[config.mk]
export PLATFORM = sky130hd
export DESIGN_NAME = absolute_to_relative_mouse_reports
export DESIGN_NICKNAME = d
export VERILOG_FILES = /design/src/design/a2r_pkg.sv /design/src/design/a2r_seq.sv /design/src/design/absolute_to_relative_mouse_reports.sv
export VERILOG_INCLUDE_DIRS = /design/src /design/src/design
export SDC_FILE = /design/constraint.sdc
export NUM_CORES = 1
export LEC_CHECK = 0
export BUFFER_PORTS_ARGS = -buffer_cell sky130_fd_sc_hd__buf_4
export CORE_ASPECT_RATIO = 1.1
export CORE_MARGIN = 3
export CORE_UTILIZATION = 40
export CTS_CLUSTER_DIAMETER = 100
export DETAILED_ROUTE_END_ITERATION = 7
export GPL_TIMING_DRIVEN = 0
export SETUP_SLACK_MARGIN = 0.05
export SLEW_MARGIN = 40
export SYNTH_ARGS = -nofsm -noshare
export SYNTH_HDL_FRONTEND = slang
export SYNTH_SLANG_ARGS = --single-unit
[constraint.sdc]
create_clock -name clk -period 17.3 [get_ports clk]
set_clock_uncertainty 0.15 [all_clocks]
set_input_delay 1.73 -clock clk [delete_from_list [all_inputs] [get_ports clk]]
set_output_delay 1.73 -clock clk [all_outputs]
set_load 0.05 [all_outputs]
[src/design/absolute_to_relative_mouse_reports_defines.svh]
// ----------------------------------------------------------------------------
// Assertion macros for the absolute-to-relative mouse report block.
// Each macro expects clk and rst_n in the scope where it is used.
// ----------------------------------------------------------------------------
`ifndef ABSOLUTE_TO_RELATIVE_MOUSE_REPORTS_DEFINES_SVH
`define ABSOLUTE_TO_RELATIVE_MOUSE_REPORTS_DEFINES_SVH

// The consequent must hold in the same cycle as the antecedent.
`define A2R_CHECK_NOW(lbl, ante, cons, msg) \
    lbl: assert property (@(posedge clk) disable iff (!rst_n) (ante) |-> (cons)) \
        else $error(msg);

// The consequent must hold in the cycle after the antecedent.
`define A2R_CHECK_NEXT(lbl, ante, cons, msg) \
    lbl: assert property (@(posedge clk) disable iff (!rst_n) (ante) |=> (cons)) \
        else $error(msg);

`endif

[src/design/a2r_pkg.sv]
// ----------------------------------------------------------------------------
// a2r_pkg
// Types, constants and the control program of the mouse report generator.
// ----------------------------------------------------------------------------
package a2r_pkg;

    localparam int unsigned SCREEN_SPAN_X = 550;
    localparam int unsigned SCREEN_SPAN_Y = 400;
    localparam int unsigned INPUT_SPAN    = 10000;

    localparam int unsigned RAW_W   = 14;
    localparam int unsigned POS_W   = 10;
    localparam int unsigned GAP_W   = POS_W + 1;
    localparam int unsigned IDLE_W  = 4;
    localparam int unsigned CFG_W   = 4;
    localparam int unsigned DELTA_W = 8;
    localparam int unsigned BTN_W   = 2;
    localparam int unsigned EV_W    = 3;
    localparam int unsigned STEP    = 127;

    // Scaling: p = raw * span, then p / INPUT_SPAN by a reciprocal that is
    // at most one low, followed by a single correcting compare.
    localparam int unsigned SPAN_MAX  = (SCREEN_SPAN_X > SCREEN_SPAN_Y) ?
                                        SCREEN_SPAN_X : SCREEN_SPAN_Y;
    localparam int unsigned PROD_W    = $clog2((INPUT_SPAN - 1) * SPAN_MAX + 1);
    localparam int unsigned RECIP     = (1 << PROD_W) / INPUT_SPAN;
    localparam int unsigned MUL_A_W   = PROD_W;
    localparam int unsigned MUL_B_W   = RAW_W;
    localparam int unsigned MUL_W     = MUL_A_W + MUL_B_W;

    localparam logic [BTN_W-1:0] BTN_NONE  = 2'd0;
    localparam logic [BTN_W-1:0] BTN_LEFT  = 2'd1;
    localparam logic [BTN_W-1:0] BTN_RIGHT = 2'd2;

    localparam logic [EV_W-1:0] EV_PRESS_LEFT    = 3'd1;
    localparam logic [EV_W-1:0] EV_RELEASE_LEFT  = 3'd2;
    localparam logic [EV_W-1:0] EV_PRESS_RIGHT   = 3'd3;
    localparam logic [EV_W-1:0] EV_RELEASE_RIGHT = 3'd4;

    localparam int unsigned CFG_IDX_W = 1;
    localparam logic [CFG_IDX_W-1:0] CFG_HOME_AFTER = 1'b0;
    localparam logic [CFG_IDX_W-1:0] CFG_HOME_COUNT = 1'b1;

    typedef struct packed {
        logic [EV_W-1:0]  button_event;
        logic [RAW_W-1:0] x_raw;
        logic [RAW_W-1:0] y_raw;
    } in_item_t;

    typedef struct packed {
        logic [BTN_W-1:0]          buttons;
        logic signed [DELTA_W-1:0] delta_x;
        logic signed [DELTA_W-1:0] delta_y;
        logic                      last;
    } out_item_t;

    typedef enum logic [3:0] {
        OP_WAIT  = 4'd0,
        OP_MULX  = 4'd1,
        OP_MULY  = 4'd2,
        OP_RCP   = 4'd3,
        OP_BACK  = 4'd4,
        OP_FIXX  = 4'd5,
        OP_FIXY  = 4'd6,
        OP_WALKX = 4'd7,
        OP_WALKY = 4'd8,
        OP_FINAL = 4'd9,
        OP_HOME  = 4'd10
    } op_t;

    typedef enum logic [2:0] {
        C_NEXT   = 3'd0,
        C_FIRE   = 3'd1,
        C_GAPX   = 3'd2,
        C_GAPY   = 3'd3,
        C_HOMING = 3'd4,
        C_MORE   = 3'd5
    } cond_t;

    localparam int unsigned PC_W = 4;
    typedef logic [PC_W-1:0] pc_t;

    localparam pc_t A_WAIT  = 4'd0;
    localparam pc_t A_MULX  = 4'd1;
    localparam pc_t A_RCPX  = 4'd2;
    localparam pc_t A_BACKX = 4'd3;
    localparam pc_t A_FIXX  = 4'd4;
    localparam pc_t A_MULY  = 4'd5;
    localparam pc_t A_RCPY  = 4'd6;
    localparam pc_t A_BACKY = 4'd7;
    localparam pc_t A_FIXY  = 4'd8;
    localparam pc_t A_WALKX = 4'd9;
    localparam pc_t A_WALKY = 4'd10;
    localparam pc_t A_FINAL = 4'd11;
    localparam pc_t A_HOME  = 4'd12;

    typedef struct packed {
        op_t   op;
        cond_t cond;
        pc_t   target;
    } ctrl_t;

    typedef struct packed {
        logic fire;
        logic gap_x_big;
        logic gap_y_big;
        logic home_go;
        logic more;
        logic hold;
    } stat_t;

    function automatic ctrl_t ucode(input pc_t pc);
        ctrl_t c;
        case (pc)
            A_WAIT:  c = '{OP_WAIT,  C_FIRE,   A_WAIT};
            A_MULX:  c = '{OP_MULX,  C_NEXT,   A_WAIT};
            A_RCPX:  c = '{OP_RCP,   C_NEXT,   A_WAIT};
            A_BACKX: c = '{OP_BACK,  C_NEXT,   A_WAIT};
            A_FIXX:  c = '{OP_FIXX,  C_NEXT,   A_WAIT};
            A_MULY:  c = '{OP_MULY,  C_NEXT,   A_WAIT};
            A_RCPY:  c = '{OP_RCP,   C_NEXT,   A_WAIT};
            A_BACKY: c = '{OP_BACK,  C_NEXT,   A_WAIT};
            A_FIXY:  c = '{OP_FIXY,  C_NEXT,   A_WAIT};
            A_WALKX: c = '{OP_WALKX, C_GAPX,   A_WAIT};
            A_WALKY: c = '{OP_WALKY, C_GAPY,   A_WAIT};
            A_FINAL: c = '{OP_FINAL, C_HOMING, A_WAIT};
            A_HOME:  c = '{OP_HOME,  C_MORE,   A_WAIT};
            default: c = '{OP_WAIT,  C_NEXT,   A_WAIT};
        endcase
        return c;
    endfunction

endpackage

[src/design/a2r_seq.sv]
// ----------------------------------------------------------------------------
// a2r_seq
// Step counter and control store; issues one control word per cycle, holding the step while stat.hold is set.
// ----------------------------------------------------------------------------
module a2r_seq (
    input  logic             clk,
    input  logic             rst_n,
    input  a2r_pkg::stat_t   stat,
    output a2r_pkg::ctrl_t   ctrl
);

    a2r_pkg::pc_t pc_reg;
    a2r_pkg::pc_t pc_next;
    a2r_pkg::pc_t pc_inc;

    assign ctrl   = a2r_pkg::ucode(pc_reg);
    assign pc_inc = a2r_pkg::pc_t'(pc_reg + 1'b1);

    always_comb
    begin
        pc_next = pc_reg;
        if (!stat.hold)
        begin
            case (ctrl.cond)
                a2r_pkg::C_NEXT:   pc_next = pc_inc;
                a2r_pkg::C_FIRE:   pc_next = stat.fire ? pc_inc : pc_reg;
                a2r_pkg::C_GAPX:   pc_next = stat.gap_x_big ? pc_reg : pc_inc;
                a2r_pkg::C_GAPY:   pc_next = stat.gap_y_big ? pc_reg : pc_inc;
                a2r_pkg::C_HOMING: pc_next = stat.home_go ? pc_inc : ctrl.target;
                a2r_pkg::C_MORE:   pc_next = stat.more ? pc_reg : ctrl.target;
                default:           pc_next = a2r_pkg::A_WAIT;
            endcase
        end
    end

    always_ff @(posedge clk or negedge rst_n)
    begin
        if (!rst_n)
        begin
            pc_reg <= a2r_pkg::A_WAIT;
        end
        else
        begin
            pc_reg <= pc_next;
        end
    end

endmodule

[src/design/absolute_to_relative_mouse_reports.sv]
// An item is taken only while the sequencer waits; it then runs the eight scaling steps,
// the x and y step reports, the final report and any homing reports, then takes the next.
// The first report reaches the output register only after the scaling steps.
// The pace is set by the single shared multiplier and one report a cycle when not stalled.
// Asynchronous active-low reset restores position, buttons, idle count and both registers.
// ----------------------------------------------------------------------------
// absolute_to_relative_mouse_reports
// Turns absolute pointer events into a run of relative mouse reports with
// periodic homing, under control of a small microcoded sequencer.
// ----------------------------------------------------------------------------
`include "absolute_to_relative_mouse_reports_defines.svh"

module absolute_to_relative_mouse_reports (
    input  logic                                clk,
    input  logic                                rst_n,
    input  logic                                in_valid,
    output logic                                in_stall,
    input  a2r_pkg::in_item_t                   in_data,
    output logic                                out_valid,
    input  logic                                out_stall,
    output a2r_pkg::out_item_t                  out_data,
    input  logic                                cfg_write,
    input  logic [a2r_pkg::CFG_IDX_W-1:0]       cfg_index,
    input  logic [a2r_pkg::CFG_W-1:0]           cfg_data
);

    localparam logic signed [a2r_pkg::GAP_W-1:0] STEP_G =
        a2r_pkg::GAP_W'(a2r_pkg::STEP);
    localparam logic signed [a2r_pkg::DELTA_W-1:0] STEP_POS =
        a2r_pkg::DELTA_W'(a2r_pkg::STEP);
    localparam logic signed [a2r_pkg::DELTA_W-1:0] STEP_NEG = -STEP_POS;

    a2r_pkg::ctrl_t ctrl;
    a2r_pkg::stat_t stat;

    // Working values.
    logic [a2r_pkg::RAW_W-1:0]  rx_reg, rx_next, ry_reg, ry_next;
    logic [a2r_pkg::PROD_W-1:0] p_reg, p_next, b_reg, b_next;
    logic [a2r_pkg::POS_W-1:0]  q_reg, q_next, tx_reg, tx_next, ty_reg, ty_next;

    // Block state and configuration.
    logic [a2r_pkg::POS_W-1:0]  cur_x_reg, cur_x_next, cur_y_reg, cur_y_next;
    logic                       left_reg, left_next, right_reg, right_next;
    logic [a2r_pkg::IDLE_W-1:0] idle_reg, idle_next;
    logic [a2r_pkg::CFG_W-1:0]  hcnt_reg, hcnt_next;
    logic [a2r_pkg::CFG_W-1:0]  ham_reg, ham_next, hrc_reg, hrc_next;

    logic                       out_valid_reg, out_valid_next;
    a2r_pkg::out_item_t         out_reg, out_next;

    logic                       in_fire, out_fire, slot_free, emit, out_load;
    logic [a2r_pkg::MUL_A_W-1:0] mul_a;
    logic [a2r_pkg::MUL_B_W-1:0] mul_b;
    logic [a2r_pkg::MUL_W-1:0]   prod;
    logic [a2r_pkg::PROD_W-1:0]  rem;
    logic [a2r_pkg::POS_W-1:0]   q_fix;
    logic [a2r_pkg::RAW_W-1:0]   x_sat, y_sat;
    logic signed [a2r_pkg::GAP_W-1:0] gap_x, gap_y;
    logic                        gap_x_big, gap_y_big;
    logic [a2r_pkg::IDLE_W:0]    idle_inc;
    logic                        home, home_go;
    logic [a2r_pkg::BTN_W-1:0]   btn;
    a2r_pkg::out_item_t          emit_item;

    a2r_seq u_seq (
        .clk   (clk),
        .rst_n (rst_n),
        .stat  (stat),
        .ctrl  (ctrl)
    );

    assign in_stall  = (ctrl.op != a2r_pkg::OP_WAIT);
    assign in_fire   = in_valid && !in_stall;
    assign out_fire  = out_valid_reg && !out_stall;
    assign slot_free = !out_valid_reg || !out_stall;
    assign out_valid = out_valid_reg;
    assign out_data  = out_reg;

    assign x_sat = (in_data.x_raw >= a2r_pkg::RAW_W'(a2r_pkg::INPUT_SPAN)) ?
                   a2r_pkg::RAW_W'(a2r_pkg::INPUT_SPAN - 1) : in_data.x_raw;
    assign y_sat = (in_data.y_raw >= a2r_pkg::RAW_W'(a2r_pkg::INPUT_SPAN)) ?
                   a2r_pkg::RAW_W'(a2r_pkg::INPUT_SPAN - 1) : in_data.y_raw;

    // One shared multiplier, its operands chosen by the current step.
    always_comb
    begin
        case (ctrl.op)
            a2r_pkg::OP_MULX:
            begin
                mul_a = a2r_pkg::MUL_A_W'(rx_reg);
                mul_b = a2r_pkg::MUL_B_W'(a2r_pkg::SCREEN_SPAN_X);
            end
            a2r_pkg::OP_MULY:
            begin
                mul_a = a2r_pkg::MUL_A_W'(ry_reg);
                mul_b = a2r_pkg::MUL_B_W'(a2r_pkg::SCREEN_SPAN_Y);
            end
            a2r_pkg::OP_RCP:
            begin
                mul_a = p_reg;
                mul_b = a2r_pkg::MUL_B_W'(a2r_pkg::RECIP);
            end
            a2r_pkg::OP_BACK:
            begin
                mul_a = a2r_pkg::MUL_A_W'(q_reg);
                mul_b = a2r_pkg::MUL_B_W'(a2r_pkg::INPUT_SPAN);
            end
            default:
            begin
                mul_a = '0;
                mul_b = '0;
            end
        endcase
    end

    assign prod  = a2r_pkg::MUL_W'(mul_a) * a2r_pkg::MUL_W'(mul_b);
    // The reciprocal quotient is at most one low; the remainder tells.
    assign rem   = p_reg - b_reg;
    assign q_fix = q_reg + a2r_pkg::POS_W'(rem >= a2r_pkg::PROD_W'(a2r_pkg::INPUT_SPAN));

    assign gap_x = $signed({1'b0, tx_reg}) - $signed({1'b0, cur_x_reg});
    assign gap_y = $signed({1'b0, ty_reg}) - $signed({1'b0, cur_y_reg});
    assign gap_x_big = (gap_x > STEP_G) || (gap_x < -STEP_G);
    assign gap_y_big = (gap_y > STEP_G) || (gap_y < -STEP_G);

    assign idle_inc = {1'b0, idle_reg} + 1'b1;
    assign home     = !left_reg && (idle_inc > {1'b0, ham_reg});
    assign home_go  = home && (hrc_reg != '0);
    assign btn      = left_reg ? a2r_pkg::BTN_LEFT :
                      (right_reg ? a2r_pkg::BTN_RIGHT : a2r_pkg::BTN_NONE);

    always_comb
    begin
        emit      = 1'b0;
        emit_item = '{a2r_pkg::BTN_NONE, '0, '0, 1'b0};
        case (ctrl.op)
            a2r_pkg::OP_WALKX:
            begin
                emit      = gap_x_big;
                emit_item = '{a2r_pkg::BTN_NONE,
                              gap_x[a2r_pkg::GAP_W-1] ? STEP_NEG : STEP_POS, '0, 1'b0};
            end
            a2r_pkg::OP_WALKY:
            begin
                emit      = gap_y_big;
                emit_item = '{a2r_pkg::BTN_NONE, '0,
                              gap_y[a2r_pkg::GAP_W-1] ? STEP_NEG : STEP_POS, 1'b0};
            end
            a2r_pkg::OP_FINAL:
            begin
                emit      = 1'b1;
                emit_item = '{btn, gap_x[a2r_pkg::DELTA_W-1:0],
                              gap_y[a2r_pkg::DELTA_W-1:0], !home_go};
            end
            a2r_pkg::OP_HOME:
            begin
                emit      = 1'b1;
                emit_item = '{a2r_pkg::BTN_NONE, STEP_NEG, STEP_NEG,
                              hcnt_reg == a2r_pkg::CFG_W'(1)};
            end
            default:
            begin
                emit = 1'b0;
            end
        endcase
    end

    assign out_load = emit && slot_free;

    assign stat.fire      = in_fire;
    assign stat.gap_x_big = gap_x_big;
    assign stat.gap_y_big = gap_y_big;
    assign stat.home_go   = home_go;
    assign stat.more      = hcnt_reg > a2r_pkg::CFG_W'(1);
    assign stat.hold      = emit && !slot_free;

    always_comb
    begin
        rx_next    = rx_reg;
        ry_next    = ry_reg;
        p_next     = p_reg;
        q_next     = q_reg;
        b_next     = b_reg;
        tx_next    = tx_reg;
        ty_next    = ty_reg;
        cur_x_next = cur_x_reg;
        cur_y_next = cur_y_reg;
        left_next  = left_reg;
        right_next = right_reg;
        idle_next  = idle_reg;
        hcnt_next  = hcnt_reg;
        ham_next   = ham_reg;
        hrc_next   = hrc_reg;

        case (ctrl.op)
            a2r_pkg::OP_WAIT:
            begin
                if (in_fire)
                begin
                    rx_next = x_sat;
                    ry_next = y_sat;
                    case (in_data.button_event)
                        a2r_pkg::EV_PRESS_LEFT:    left_next  = 1'b1;
                        a2r_pkg::EV_RELEASE_LEFT:  left_next  = 1'b0;
                        a2r_pkg::EV_PRESS_RIGHT:   right_next = 1'b1;
                        a2r_pkg::EV_RELEASE_RIGHT: right_next = 1'b0;
                        default:                   ;
                    endcase
                end
            end
            a2r_pkg::OP_MULX, a2r_pkg::OP_MULY:
            begin
                p_next = prod[a2r_pkg::PROD_W-1:0];
            end
            a2r_pkg::OP_RCP:
            begin
                q_next = prod[a2r_pkg::PROD_W +: a2r_pkg::POS_W];
            end
            a2r_pkg::OP_BACK:
            begin
                b_next = prod[a2r_pkg::PROD_W-1:0];
            end
            a2r_pkg::OP_FIXX:
            begin
                tx_next = q_fix;
            end
            a2r_pkg::OP_FIXY:
            begin
                ty_next = q_fix;
            end
            a2r_pkg::OP_WALKX:
            begin
                if (out_load)
                begin
                    cur_x_next = gap_x[a2r_pkg::GAP_W-1] ?
                                 cur_x_reg - a2r_pkg::POS_W'(a2r_pkg::STEP) :
                                 cur_x_reg + a2r_pkg::POS_W'(a2r_pkg::STEP);
                end
            end
            a2r_pkg::OP_WALKY:
            begin
                if (out_load)
                begin
                    cur_y_next = gap_y[a2r_pkg::GAP_W-1] ?
                                 cur_y_reg - a2r_pkg::POS_W'(a2r_pkg::STEP) :
                                 cur_y_reg + a2r_pkg::POS_W'(a2r_pkg::STEP);
                end
            end
            a2r_pkg::OP_FINAL:
            begin
                if (out_load)
                begin
                    // A homing move leaves the pointer at the origin.
                    cur_x_next = home ? '0 : tx_reg;
                    cur_y_next = home ? '0 : ty_reg;
                    hcnt_next  = hrc_reg;
                    if (!left_reg)
                    begin
                        idle_next = home ? '0 : idle_inc[a2r_pkg::IDLE_W-1:0];
                    end
                end
            end
            a2r_pkg::OP_HOME:
            begin
                if (out_load)
                begin
                    hcnt_next = hcnt_reg - 1'b1;
                end
            end
            default:
            begin
                rx_next = rx_reg;
            end
        endcase

        if (cfg_write)
        begin
            case (cfg_index)
                a2r_pkg::CFG_HOME_AFTER: ham_next = cfg_data;
                a2r_pkg::CFG_HOME_COUNT: hrc_next = cfg_data;
                default:                 ;
            endcase
        end
    end

    always_comb
    begin
        out_valid_next = out_valid_reg;
        out_next       = out_reg;
        if (out_load)
        begin
            out_valid_next = 1'b1;
            out_next       = emit_item;
        end
        else if (out_fire)
        begin
            out_valid_next = 1'b0;
        end
    end

    always_ff @(posedge clk or negedge rst_n)
    begin
        if (!rst_n)
        begin
            cur_x_reg     <= '0;
            cur_y_reg     <= '0;
            left_reg      <= 1'b0;
            right_reg     <= 1'b0;
            idle_reg      <= '0;
            hcnt_reg      <= '0;
            ham_reg       <= a2r_pkg::CFG_W'(3);
            hrc_reg       <= a2r_pkg::CFG_W'(10);
            out_valid_reg <= 1'b0;
        end
        else
        begin
            cur_x_reg     <= cur_x_next;
            cur_y_reg     <= cur_y_next;
            left_reg      <= left_next;
            right_reg     <= right_next;
            idle_reg      <= idle_next;
            hcnt_reg      <= hcnt_next;
            ham_reg       <= ham_next;
            hrc_reg       <= hrc_next;
            out_valid_reg <= out_valid_next;
        end
    end

    always_ff @(posedge clk)
    begin
        rx_reg  <= rx_next;
        ry_reg  <= ry_next;
        p_reg   <= p_next;
        q_reg   <= q_next;
        b_reg   <= b_next;
        tx_reg  <= tx_next;
        ty_reg  <= ty_next;
        out_reg <= out_next;
    end

    `A2R_CHECK_NOW(a_final_in_reach, ctrl.op == a2r_pkg::OP_FINAL,
        !gap_x_big && !gap_y_big, "final report gap exceeds one step")
    `A2R_CHECK_NOW(a_home_count_live, ctrl.op == a2r_pkg::OP_HOME,
        hcnt_reg != '0, "homing step entered with an empty count")
    `A2R_CHECK_NEXT(a_no_report_after_accept, in_fire,
        !out_load, "report produced before scaling finished")
    `A2R_CHECK_NEXT(a_idle_after_last_home,
        ctrl.op == a2r_pkg::OP_HOME && out_load && hcnt_reg == a2r_pkg::CFG_W'(1),
        ctrl.op == a2r_pkg::OP_WAIT, "sequencer did not return after homing")

endmodule

==> flow_summary_export.csv, run 1 <==
group,metric,value,unit
global_route,antenna_found_initial,0,
sta,final-max-slew-violation-count,0,
sta,setup-violations-final,0,
drt,drc,0,
clock_network,postCtsSetupRepairBufs,0,
worst_setup_path,worstPathRequired,17.33,ns
hold_path,worstHoldEndpoint,"ham_reg[1]",
clock_network,clockBufferDepth,2,
worst_setup_path,critPathBufInv,6,
worst_setup_path,critPathKind,"flip-flop to flip-flop",
clock_network,insertion_delay,0.44,ns
clock_network,cts_tree,"done",
drt,first_pass_iters,4,
global_route,use_met1,23.7,%
worst_setup_path,r2r_slack,7.61,ns
cells_and_area,drive_gt1_share,7.28,%
sta,fmax,103,MHz
hold_path,min_from,"ham_reg[1]",
sta,fin_tns_setup,0,ns
hold_path,hp-class,"flip-flop to flip-flop",
die,die_x,201,um
die,dieArea,44200,sq um
hold_path,hold_depth,2,
sta,hold_violations,0,
cells_and_area,n_fill_cell,3966,
global_route,grt_first_pass_wirelength,63400,um
sta,slew_headroom,46.8,%
die,rows,77,
synthesis,synth_flop_cell,"edfxtp_1",
cells_and_area,multi_input_area,10800,sq um
synthesis,synth_edf_count,121,
die,start_util,41.0,%
placement,io_buffers,61,
worst_setup_path,slowest_stage,"nor2_1",
synthesis,synthCells,1727,
die,core-area,40700,sq um
global_route,grt-ovfl-total,0,
global_route,gr-usage-met3,2.22,%
drt,wl_per_cell,15.9,um
placement,gp_congestion,0.939,
drt,viasPerCell,4.99,
drt,vias,12086,
worst_setup_path,startpoint_type,"flip-flop",
synthesis,synth_area_per_cell,9.66,sq um
clock_network,cts_root_buf,"clkbuf_16",
cells_and_area,fin_util,45.9,%
sta,finalCritPeriodShare,56.0,%
clock_network,numCtsBuffers,17,
cells_and_area,layout.nets,2261,
global_route,grt_max_degree,44,
status,status,"complete, no violations",
synthesis,async_flop_share,26.2,%
worst_setup_path,reg2regPathDepth,29,
clock_network,cts_sinks,164,
clock_network,hold_buffers,0,
worst_setup_path,reg2reg_to,"q_reg[9]",
clock_network,h-tree-depth,4,
worst_setup_path,cp_slowest_stage_delay,0.63,ns
drt,drt-initial-drc-count,647,
sta,grt_setup_unrepaired,"no",
worst_setup_path,cp_common_cell,"fa_1",
synthesis,synth_area,16700,sq um
sta,tightest_slew,0.794,ns
global_route,grt_pass1_vias,12370,
synthesis,synth_seq_cells,164,
die,io_pins,62,
clock_network,clkSlewWorstSetupHoldPaths,0.07,ns
global_route,grt-busiest-layer,"met2",
clock_network,cts_resized,0,
cells_and_area,syn2layout_area_growth,11.7,%
global_route,track_usage,18.0,%
drt,drt_wl_total,38400,um
worst_setup_path,crit_fanout,19,
die,dieHeight,220,um
synthesis,yosysUniqueCellTypes,75,
synthesis,synth_seq_area_share,28.3,%
cells_and_area,ff_latch_area,4710,sq um
worst_setup_path,endpoint_kind,"flip-flop",
flow_run,maxCapViolCount,0,
synthesis,yosys_warnings,0,
global_route,met2_usage,31.8,%
worst_setup_path,r2r_start,"u_seq.pc_reg[1]",
worst_setup_path,worstPathArrival,9.72,ns
cells_and_area,antenna_cells,0,
drt,ant_nets,0,
worst_setup_path,path_delay_family,"adder cells",
sta,fin_crit,9.69,ns
placement,hpwl,32500,um
-- kinds of logic (layout without fill, tap and decap cells) --
group / Yosys count / in the layout / synth area share [%]
compound gates: 306 / 306 / 11.5
xor+xnor: 75 / 75 / 3.94
fa+ha+maj: 364 / 364 / 34.8
buf+inv: 363 / 458 / 8.26
flops: 164 / 164 / 28.3
mux: 11 / 11 / 0.712
other cells: 2 / 49 / 0.0450
simple gates: 442 / 442 / 12.5
-- cell usage after synthesis (5+ instances only) --
master | instances | area share (%)
nand3_1 | 19 | 0.57
nand4_1 | 7 | 0.26
and2_1 | 21 | 0.79
a31oi_1 | 9 | 0.34
fa_1 | 167 | 20
ha_1 | 197 | 15
a21oi_1 | 100 | 3.0
o21bai_1 | 10 | 0.45
nand2b_1 | 32 | 1.2
o21ai_1 | 6 | 0.18
a311oi_1 | 5 | 0.26
o21a_1 | 11 | 0.49
xnor2_1 | 52 | 2.7
mux2_2 | 5 | 0.34
or3_1 | 6 | 0.22
o211ai_1 | 11 | 0.49
o31ai_1 | 10 | 0.45
nor3_1 | 18 | 0.54
nor2_1 | 90 | 2.0
dfrtp_1 | 39 | 5.8
a211oi_1 | 5 | 0.22
o21ai_0 | 69 | 2.1
clkbuf_1 | 21 | 0.47
xor2_1 | 23 | 1.2
o22ai_1 | 7 | 0.26
and3_1 | 15 | 0.56
nand2_1 | 184 | 4.1
inv_1 | 334 | 7.5
nor2b_1 | 16 | 0.60
edfxtp_1 | 121 | 22
or2_2 | 7 | 0.26
a21o_1 | 22 | 0.99
buf_2 | 6 | 0.18
nor4_1 | 5 | 0.19
-- tightest hold or removal path, cell delays in order (launching register included) --
cell and delay, ns:
dfstp_2 0.37, inv_1 0.06, o21ai_0 0.09
-- per-stage QoR --
| stage | instances | hold slack [ns] | instance area [sq um] | setup slack [ns] |
|---|---|---|---|---|
| after floorplan | 1774 | 0.326 | 16900 | 9.31 |
| after global placement | 2388 | 0.344 | 18000 | 7.36 |
| after detailed placement | 2390 | 0.367 | 18100 | 7.70 |
| after CTS | 2422 | 0.383 | 18600 | 7.64 |
| after global routing | 2422 | 0.409 | 18600 | 7.02 |
| final | 2422 | 0.377 | 18600 | 7.61 |
-- worst max path at each step --
stage          endpoint             from  depth (start not counted)  slack [ns]
2_1_floorplan  q_reg[9]  u_seq.pc_reg[1]                         29        9.31
3_3_place_gp   q_reg[9]  u_seq.pc_reg[1]                         29        7.36
3_5_place_dp   q_reg[9]  u_seq.pc_reg[1]                         29        7.70
4_1_cts        q_reg[9]  u_seq.pc_reg[1]                         29        7.64
5_1_grt        q_reg[9]  u_seq.pc_reg[1]                         30        7.02
6_report       q_reg[9]  u_seq.pc_reg[1]                         29        7.61
-- layer usage --
| layer | vias up | share of wire (%) | wire [um] |
|---|---|---|---|
| li1 | 5948 | - | - |
| met1 | 5919 | 45 | 17300 |
| met2 | 173 | 51 | 19400 |
| met3 | 46 | 2.7 | 1040 |
| met4 | 0 | 1.9 | 711 |
| met5 | - | 0 | 0 |
-- area by class of cell --
type,count,share of cell area (%)
Multi-Input combinational cell,1247,58.0
Tap cell,553,3.71
Sequential cell,164,25.3
Clock inverter,12,0.644
Buffer,29,0.671
Clock buffer,20,2.34
Inverter,334,6.72
Timing Repair Buffer,63,2.62
-- cell usage in the layout, fill, tap and decap left out, types with 15 or more instances in the layout --
cell	instances
nand2_1	184
nand2b_1	32
ha_1	197
dfrtp_1	39
xnor2_1	52
clkbuf_1	23
and2_1	21
o21ai_0	68
inv_1	333
nor3_1	17
conb_1	49
edfxtp_1	121
buf_4	61
and3_1	15
fa_1	167
a21oi_1	99
nand3_1	19
a21o_1	22
xor2_1	23
nor2_1	89
nor2b_1	16
clkbuf_16	17
Power of run 1 is not shown: default switching activity piles up to over one toggle a cycle in this logic, so the estimate is an artifact.
==> run 2: changes to the inputs <==
clock period = 8.45 ns   (was 17.3 ns; I/O delays follow)
==> run 2 against run 1 <==
  * Global-route usage up 0.13 points
  * Wire length is 1.2% higher
  * Final cell count grew 0.29%
  * Sequential share of layout area decreased by 0.23 points
  * Cell area is 0.96% higher
  * Maximum frequency increased by 21%
  * Non-clock buffer count up 7
  * Flip-flop and latch count unchanged
  * Worst setup slack got worse by 7.2 ns
  * Die area is the same
  * Register-to-register slack lost 7.2 ns
  * Critical endpoint unchanged
==> flow_summary_export.csv, run 2 (synthesized netlist as in run 1, its figures left out) <==
group,metric,value,unit
status,status,"complete, no violations",
global_route,grt_pass1_vias,12450,
drt,first_pass_iters,5,
cells_and_area,antenna_cells,0,
placement,io_buffers,61,
drt,viasPerCell,5.00,
worst_setup_path,slowest_stage,"fa_1",
worst_setup_path,reg2regPathDepth,29,
die,dieHeight,220,um
global_route,grt-ovfl-total,0,
worst_setup_path,reg2reg_to,"q_reg[9]",
cells_and_area,mostFrequentLayoutCell,"inv_1",
sta,fin_crit,8.03,ns
clock_network,cts_tree,"done",
die,dieArea,44200,sq um
drt,vias,12152,
sta,slew_headroom,47.6,%
cells_and_area,final_cell_mix,"333 x inv_1, 196 x ha_1, 179 x nand2_1",
cells_and_area,finalNonFillerCells,2429,
worst_setup_path,endpoint_kind,"flip-flop",
die,rows,77,
drt,drt-initial-drc-count,649,
clock_network,clkSlewWorstSetupHoldPaths,0.07,ns
sta,final-max-slew-violation-count,0,
cells_and_area,layout.nets,2268,
global_route,grt_max_degree,44,
sta,hold_violations,0,
worst_setup_path,endpoint,"q_reg[9]",
drt,drt_wl_total,38900,um
global_route,track_usage,18.1,%
cells_and_area,n_fill_cell,3950,
worst_setup_path,worstPathRequired,8.48,ns
die,io_pins,62,
sta,fmax,125,MHz
clock_network,numCtsBuffers,17,
placement,hpwl,32500,um
global_route,antenna_found_initial,0,
worst_setup_path,r2r_slack,0.42,ns
cells_and_area,drive_gt1_share,9.12,%
clock_network,cts_sinks,164,
worst_setup_path,crit_fanout,19,
die,core-area,40700,sq um
global_route,grt_first_pass_wirelength,63800,um
worst_setup_path,worstPathArrival,8.06,ns
clock_network,hold_buffers,0,
worst_setup_path,startpoint_type,"flip-flop",
hold_path,hp-class,"input pin to asynchronous set/reset pin",
placement,place.detailed.instances,2390,
die,die_x,201,um
placement,gp_congestion,0.939,
clock_network,cts_root_buf,"clkbuf_16",
die,start_util,41.0,%
drt,drc,0,
sta,finalCritPeriodShare,95.0,%
worst_setup_path,cp_common_cell,"fa_1",
clock_network,clockBufferDepth,2,
drt,wl_per_cell,16.0,um
worst_setup_path,critPathKind,"flip-flop to flip-flop",
sta,setup-violations-final,0,
drt,ant_nets,0,
worst_setup_path,cp_slowest_stage_delay,0.55,ns
worst_setup_path,cp-startpoint,"u_seq.pc_reg[0]",
clock_network,insertion_delay,0.45,ns
flow_run,maxCapViolCount,0,
sta,tightest_slew,0.787,ns
clock_network,h-tree-depth,4,
cells_and_area,syn2layout_area_growth,12.8,%
worst_setup_path,r2r_start,"u_seq.pc_reg[0]",
sta,grt_setup_unrepaired,"yes",
-- run 2: how the worst min path moves through the flow --
stage / start / endpoint / cells past startpoint
global placement: idle_reg[1] / idle_reg[1] / 2
global route: rst_n / cur_x_reg[2] / 1
CTS: rst_n / cur_x_reg[1] / 1
finish: rst_n / cur_x_reg[1] / 1
detailed placement: cur_x_reg[9] / cur_x_reg[9] / 1
floorplan: idle_reg[1] / idle_reg[1] / 2
-- run 2: final cells by class --
type	count	area, sq um	share of cell area, %
Buffer	29	169	0.897
Clock buffer	20	437	2.32
Sequential cell	164	4720	25.1
Timing Repair Buffer	70	541	2.87
Clock inverter	12	120	0.638
Tap cell	553	692	3.68
Inverter	334	1250	6.66
Multi-Input combinational cell	1247	10900	57.9
-- run 2: metal layers --
metal / track usage [%] / share of wire, % / vias to the layer above
li1: - / - / 5961
met3: 2.34 / 2.8 / 50
met1: 23.7 / 45 / 5958
met5: 0 / 0 / -
met4: 4.59 / 1.9 / 0
met2: 32.0 / 50 / 183
-- run 2: through the flow --
stage / utilization [%] / instance area (sq um) / TNS (ns) / hold slack (ns) / setup slack, ns
floorplan: - / 16900 / 0 / 0.326 / 0.463
global placement: 44.3 / 18000 / -22.91 / 0.344 / -1.49
detailed placement: 44.5 / 18100 / -13.61 / 0.367 / -1.15
CTS: 46.1 / 18700 / 0 / 0.259 / 0.0788
global route: 46.3 / 18800 / 0 / 0.287 / 0.0234
finish: 46.3 / 18800 / 0 / 0.244 / 0.420
-- run 2: repair_timing --
item                       in CTS  in global routing
buffers inserted                3                  4
gates resized for setup        25                 28
setup endpoints to repair      28                 12
pin swaps                       2                  3
cloned                          0                  0
-- run 2: critical path, delay by kind of cell (launching register included) --
| kind | cells | cell delay [ns] |
|---|---|---|
| AO/OA/AOI/OAI | 9 | 1.72 |
| XOR/XNOR | 1 | 0.11 |
| adder cells (fa/ha/maj) | 8 | 3.56 |
| buffers and inverters | 6 | 0.75 |
| flip-flops | 1 | 0.43 |
| AND/OR/NAND/NOR | 5 | 0.99 |
Power of run 2 is left out for the same reason.
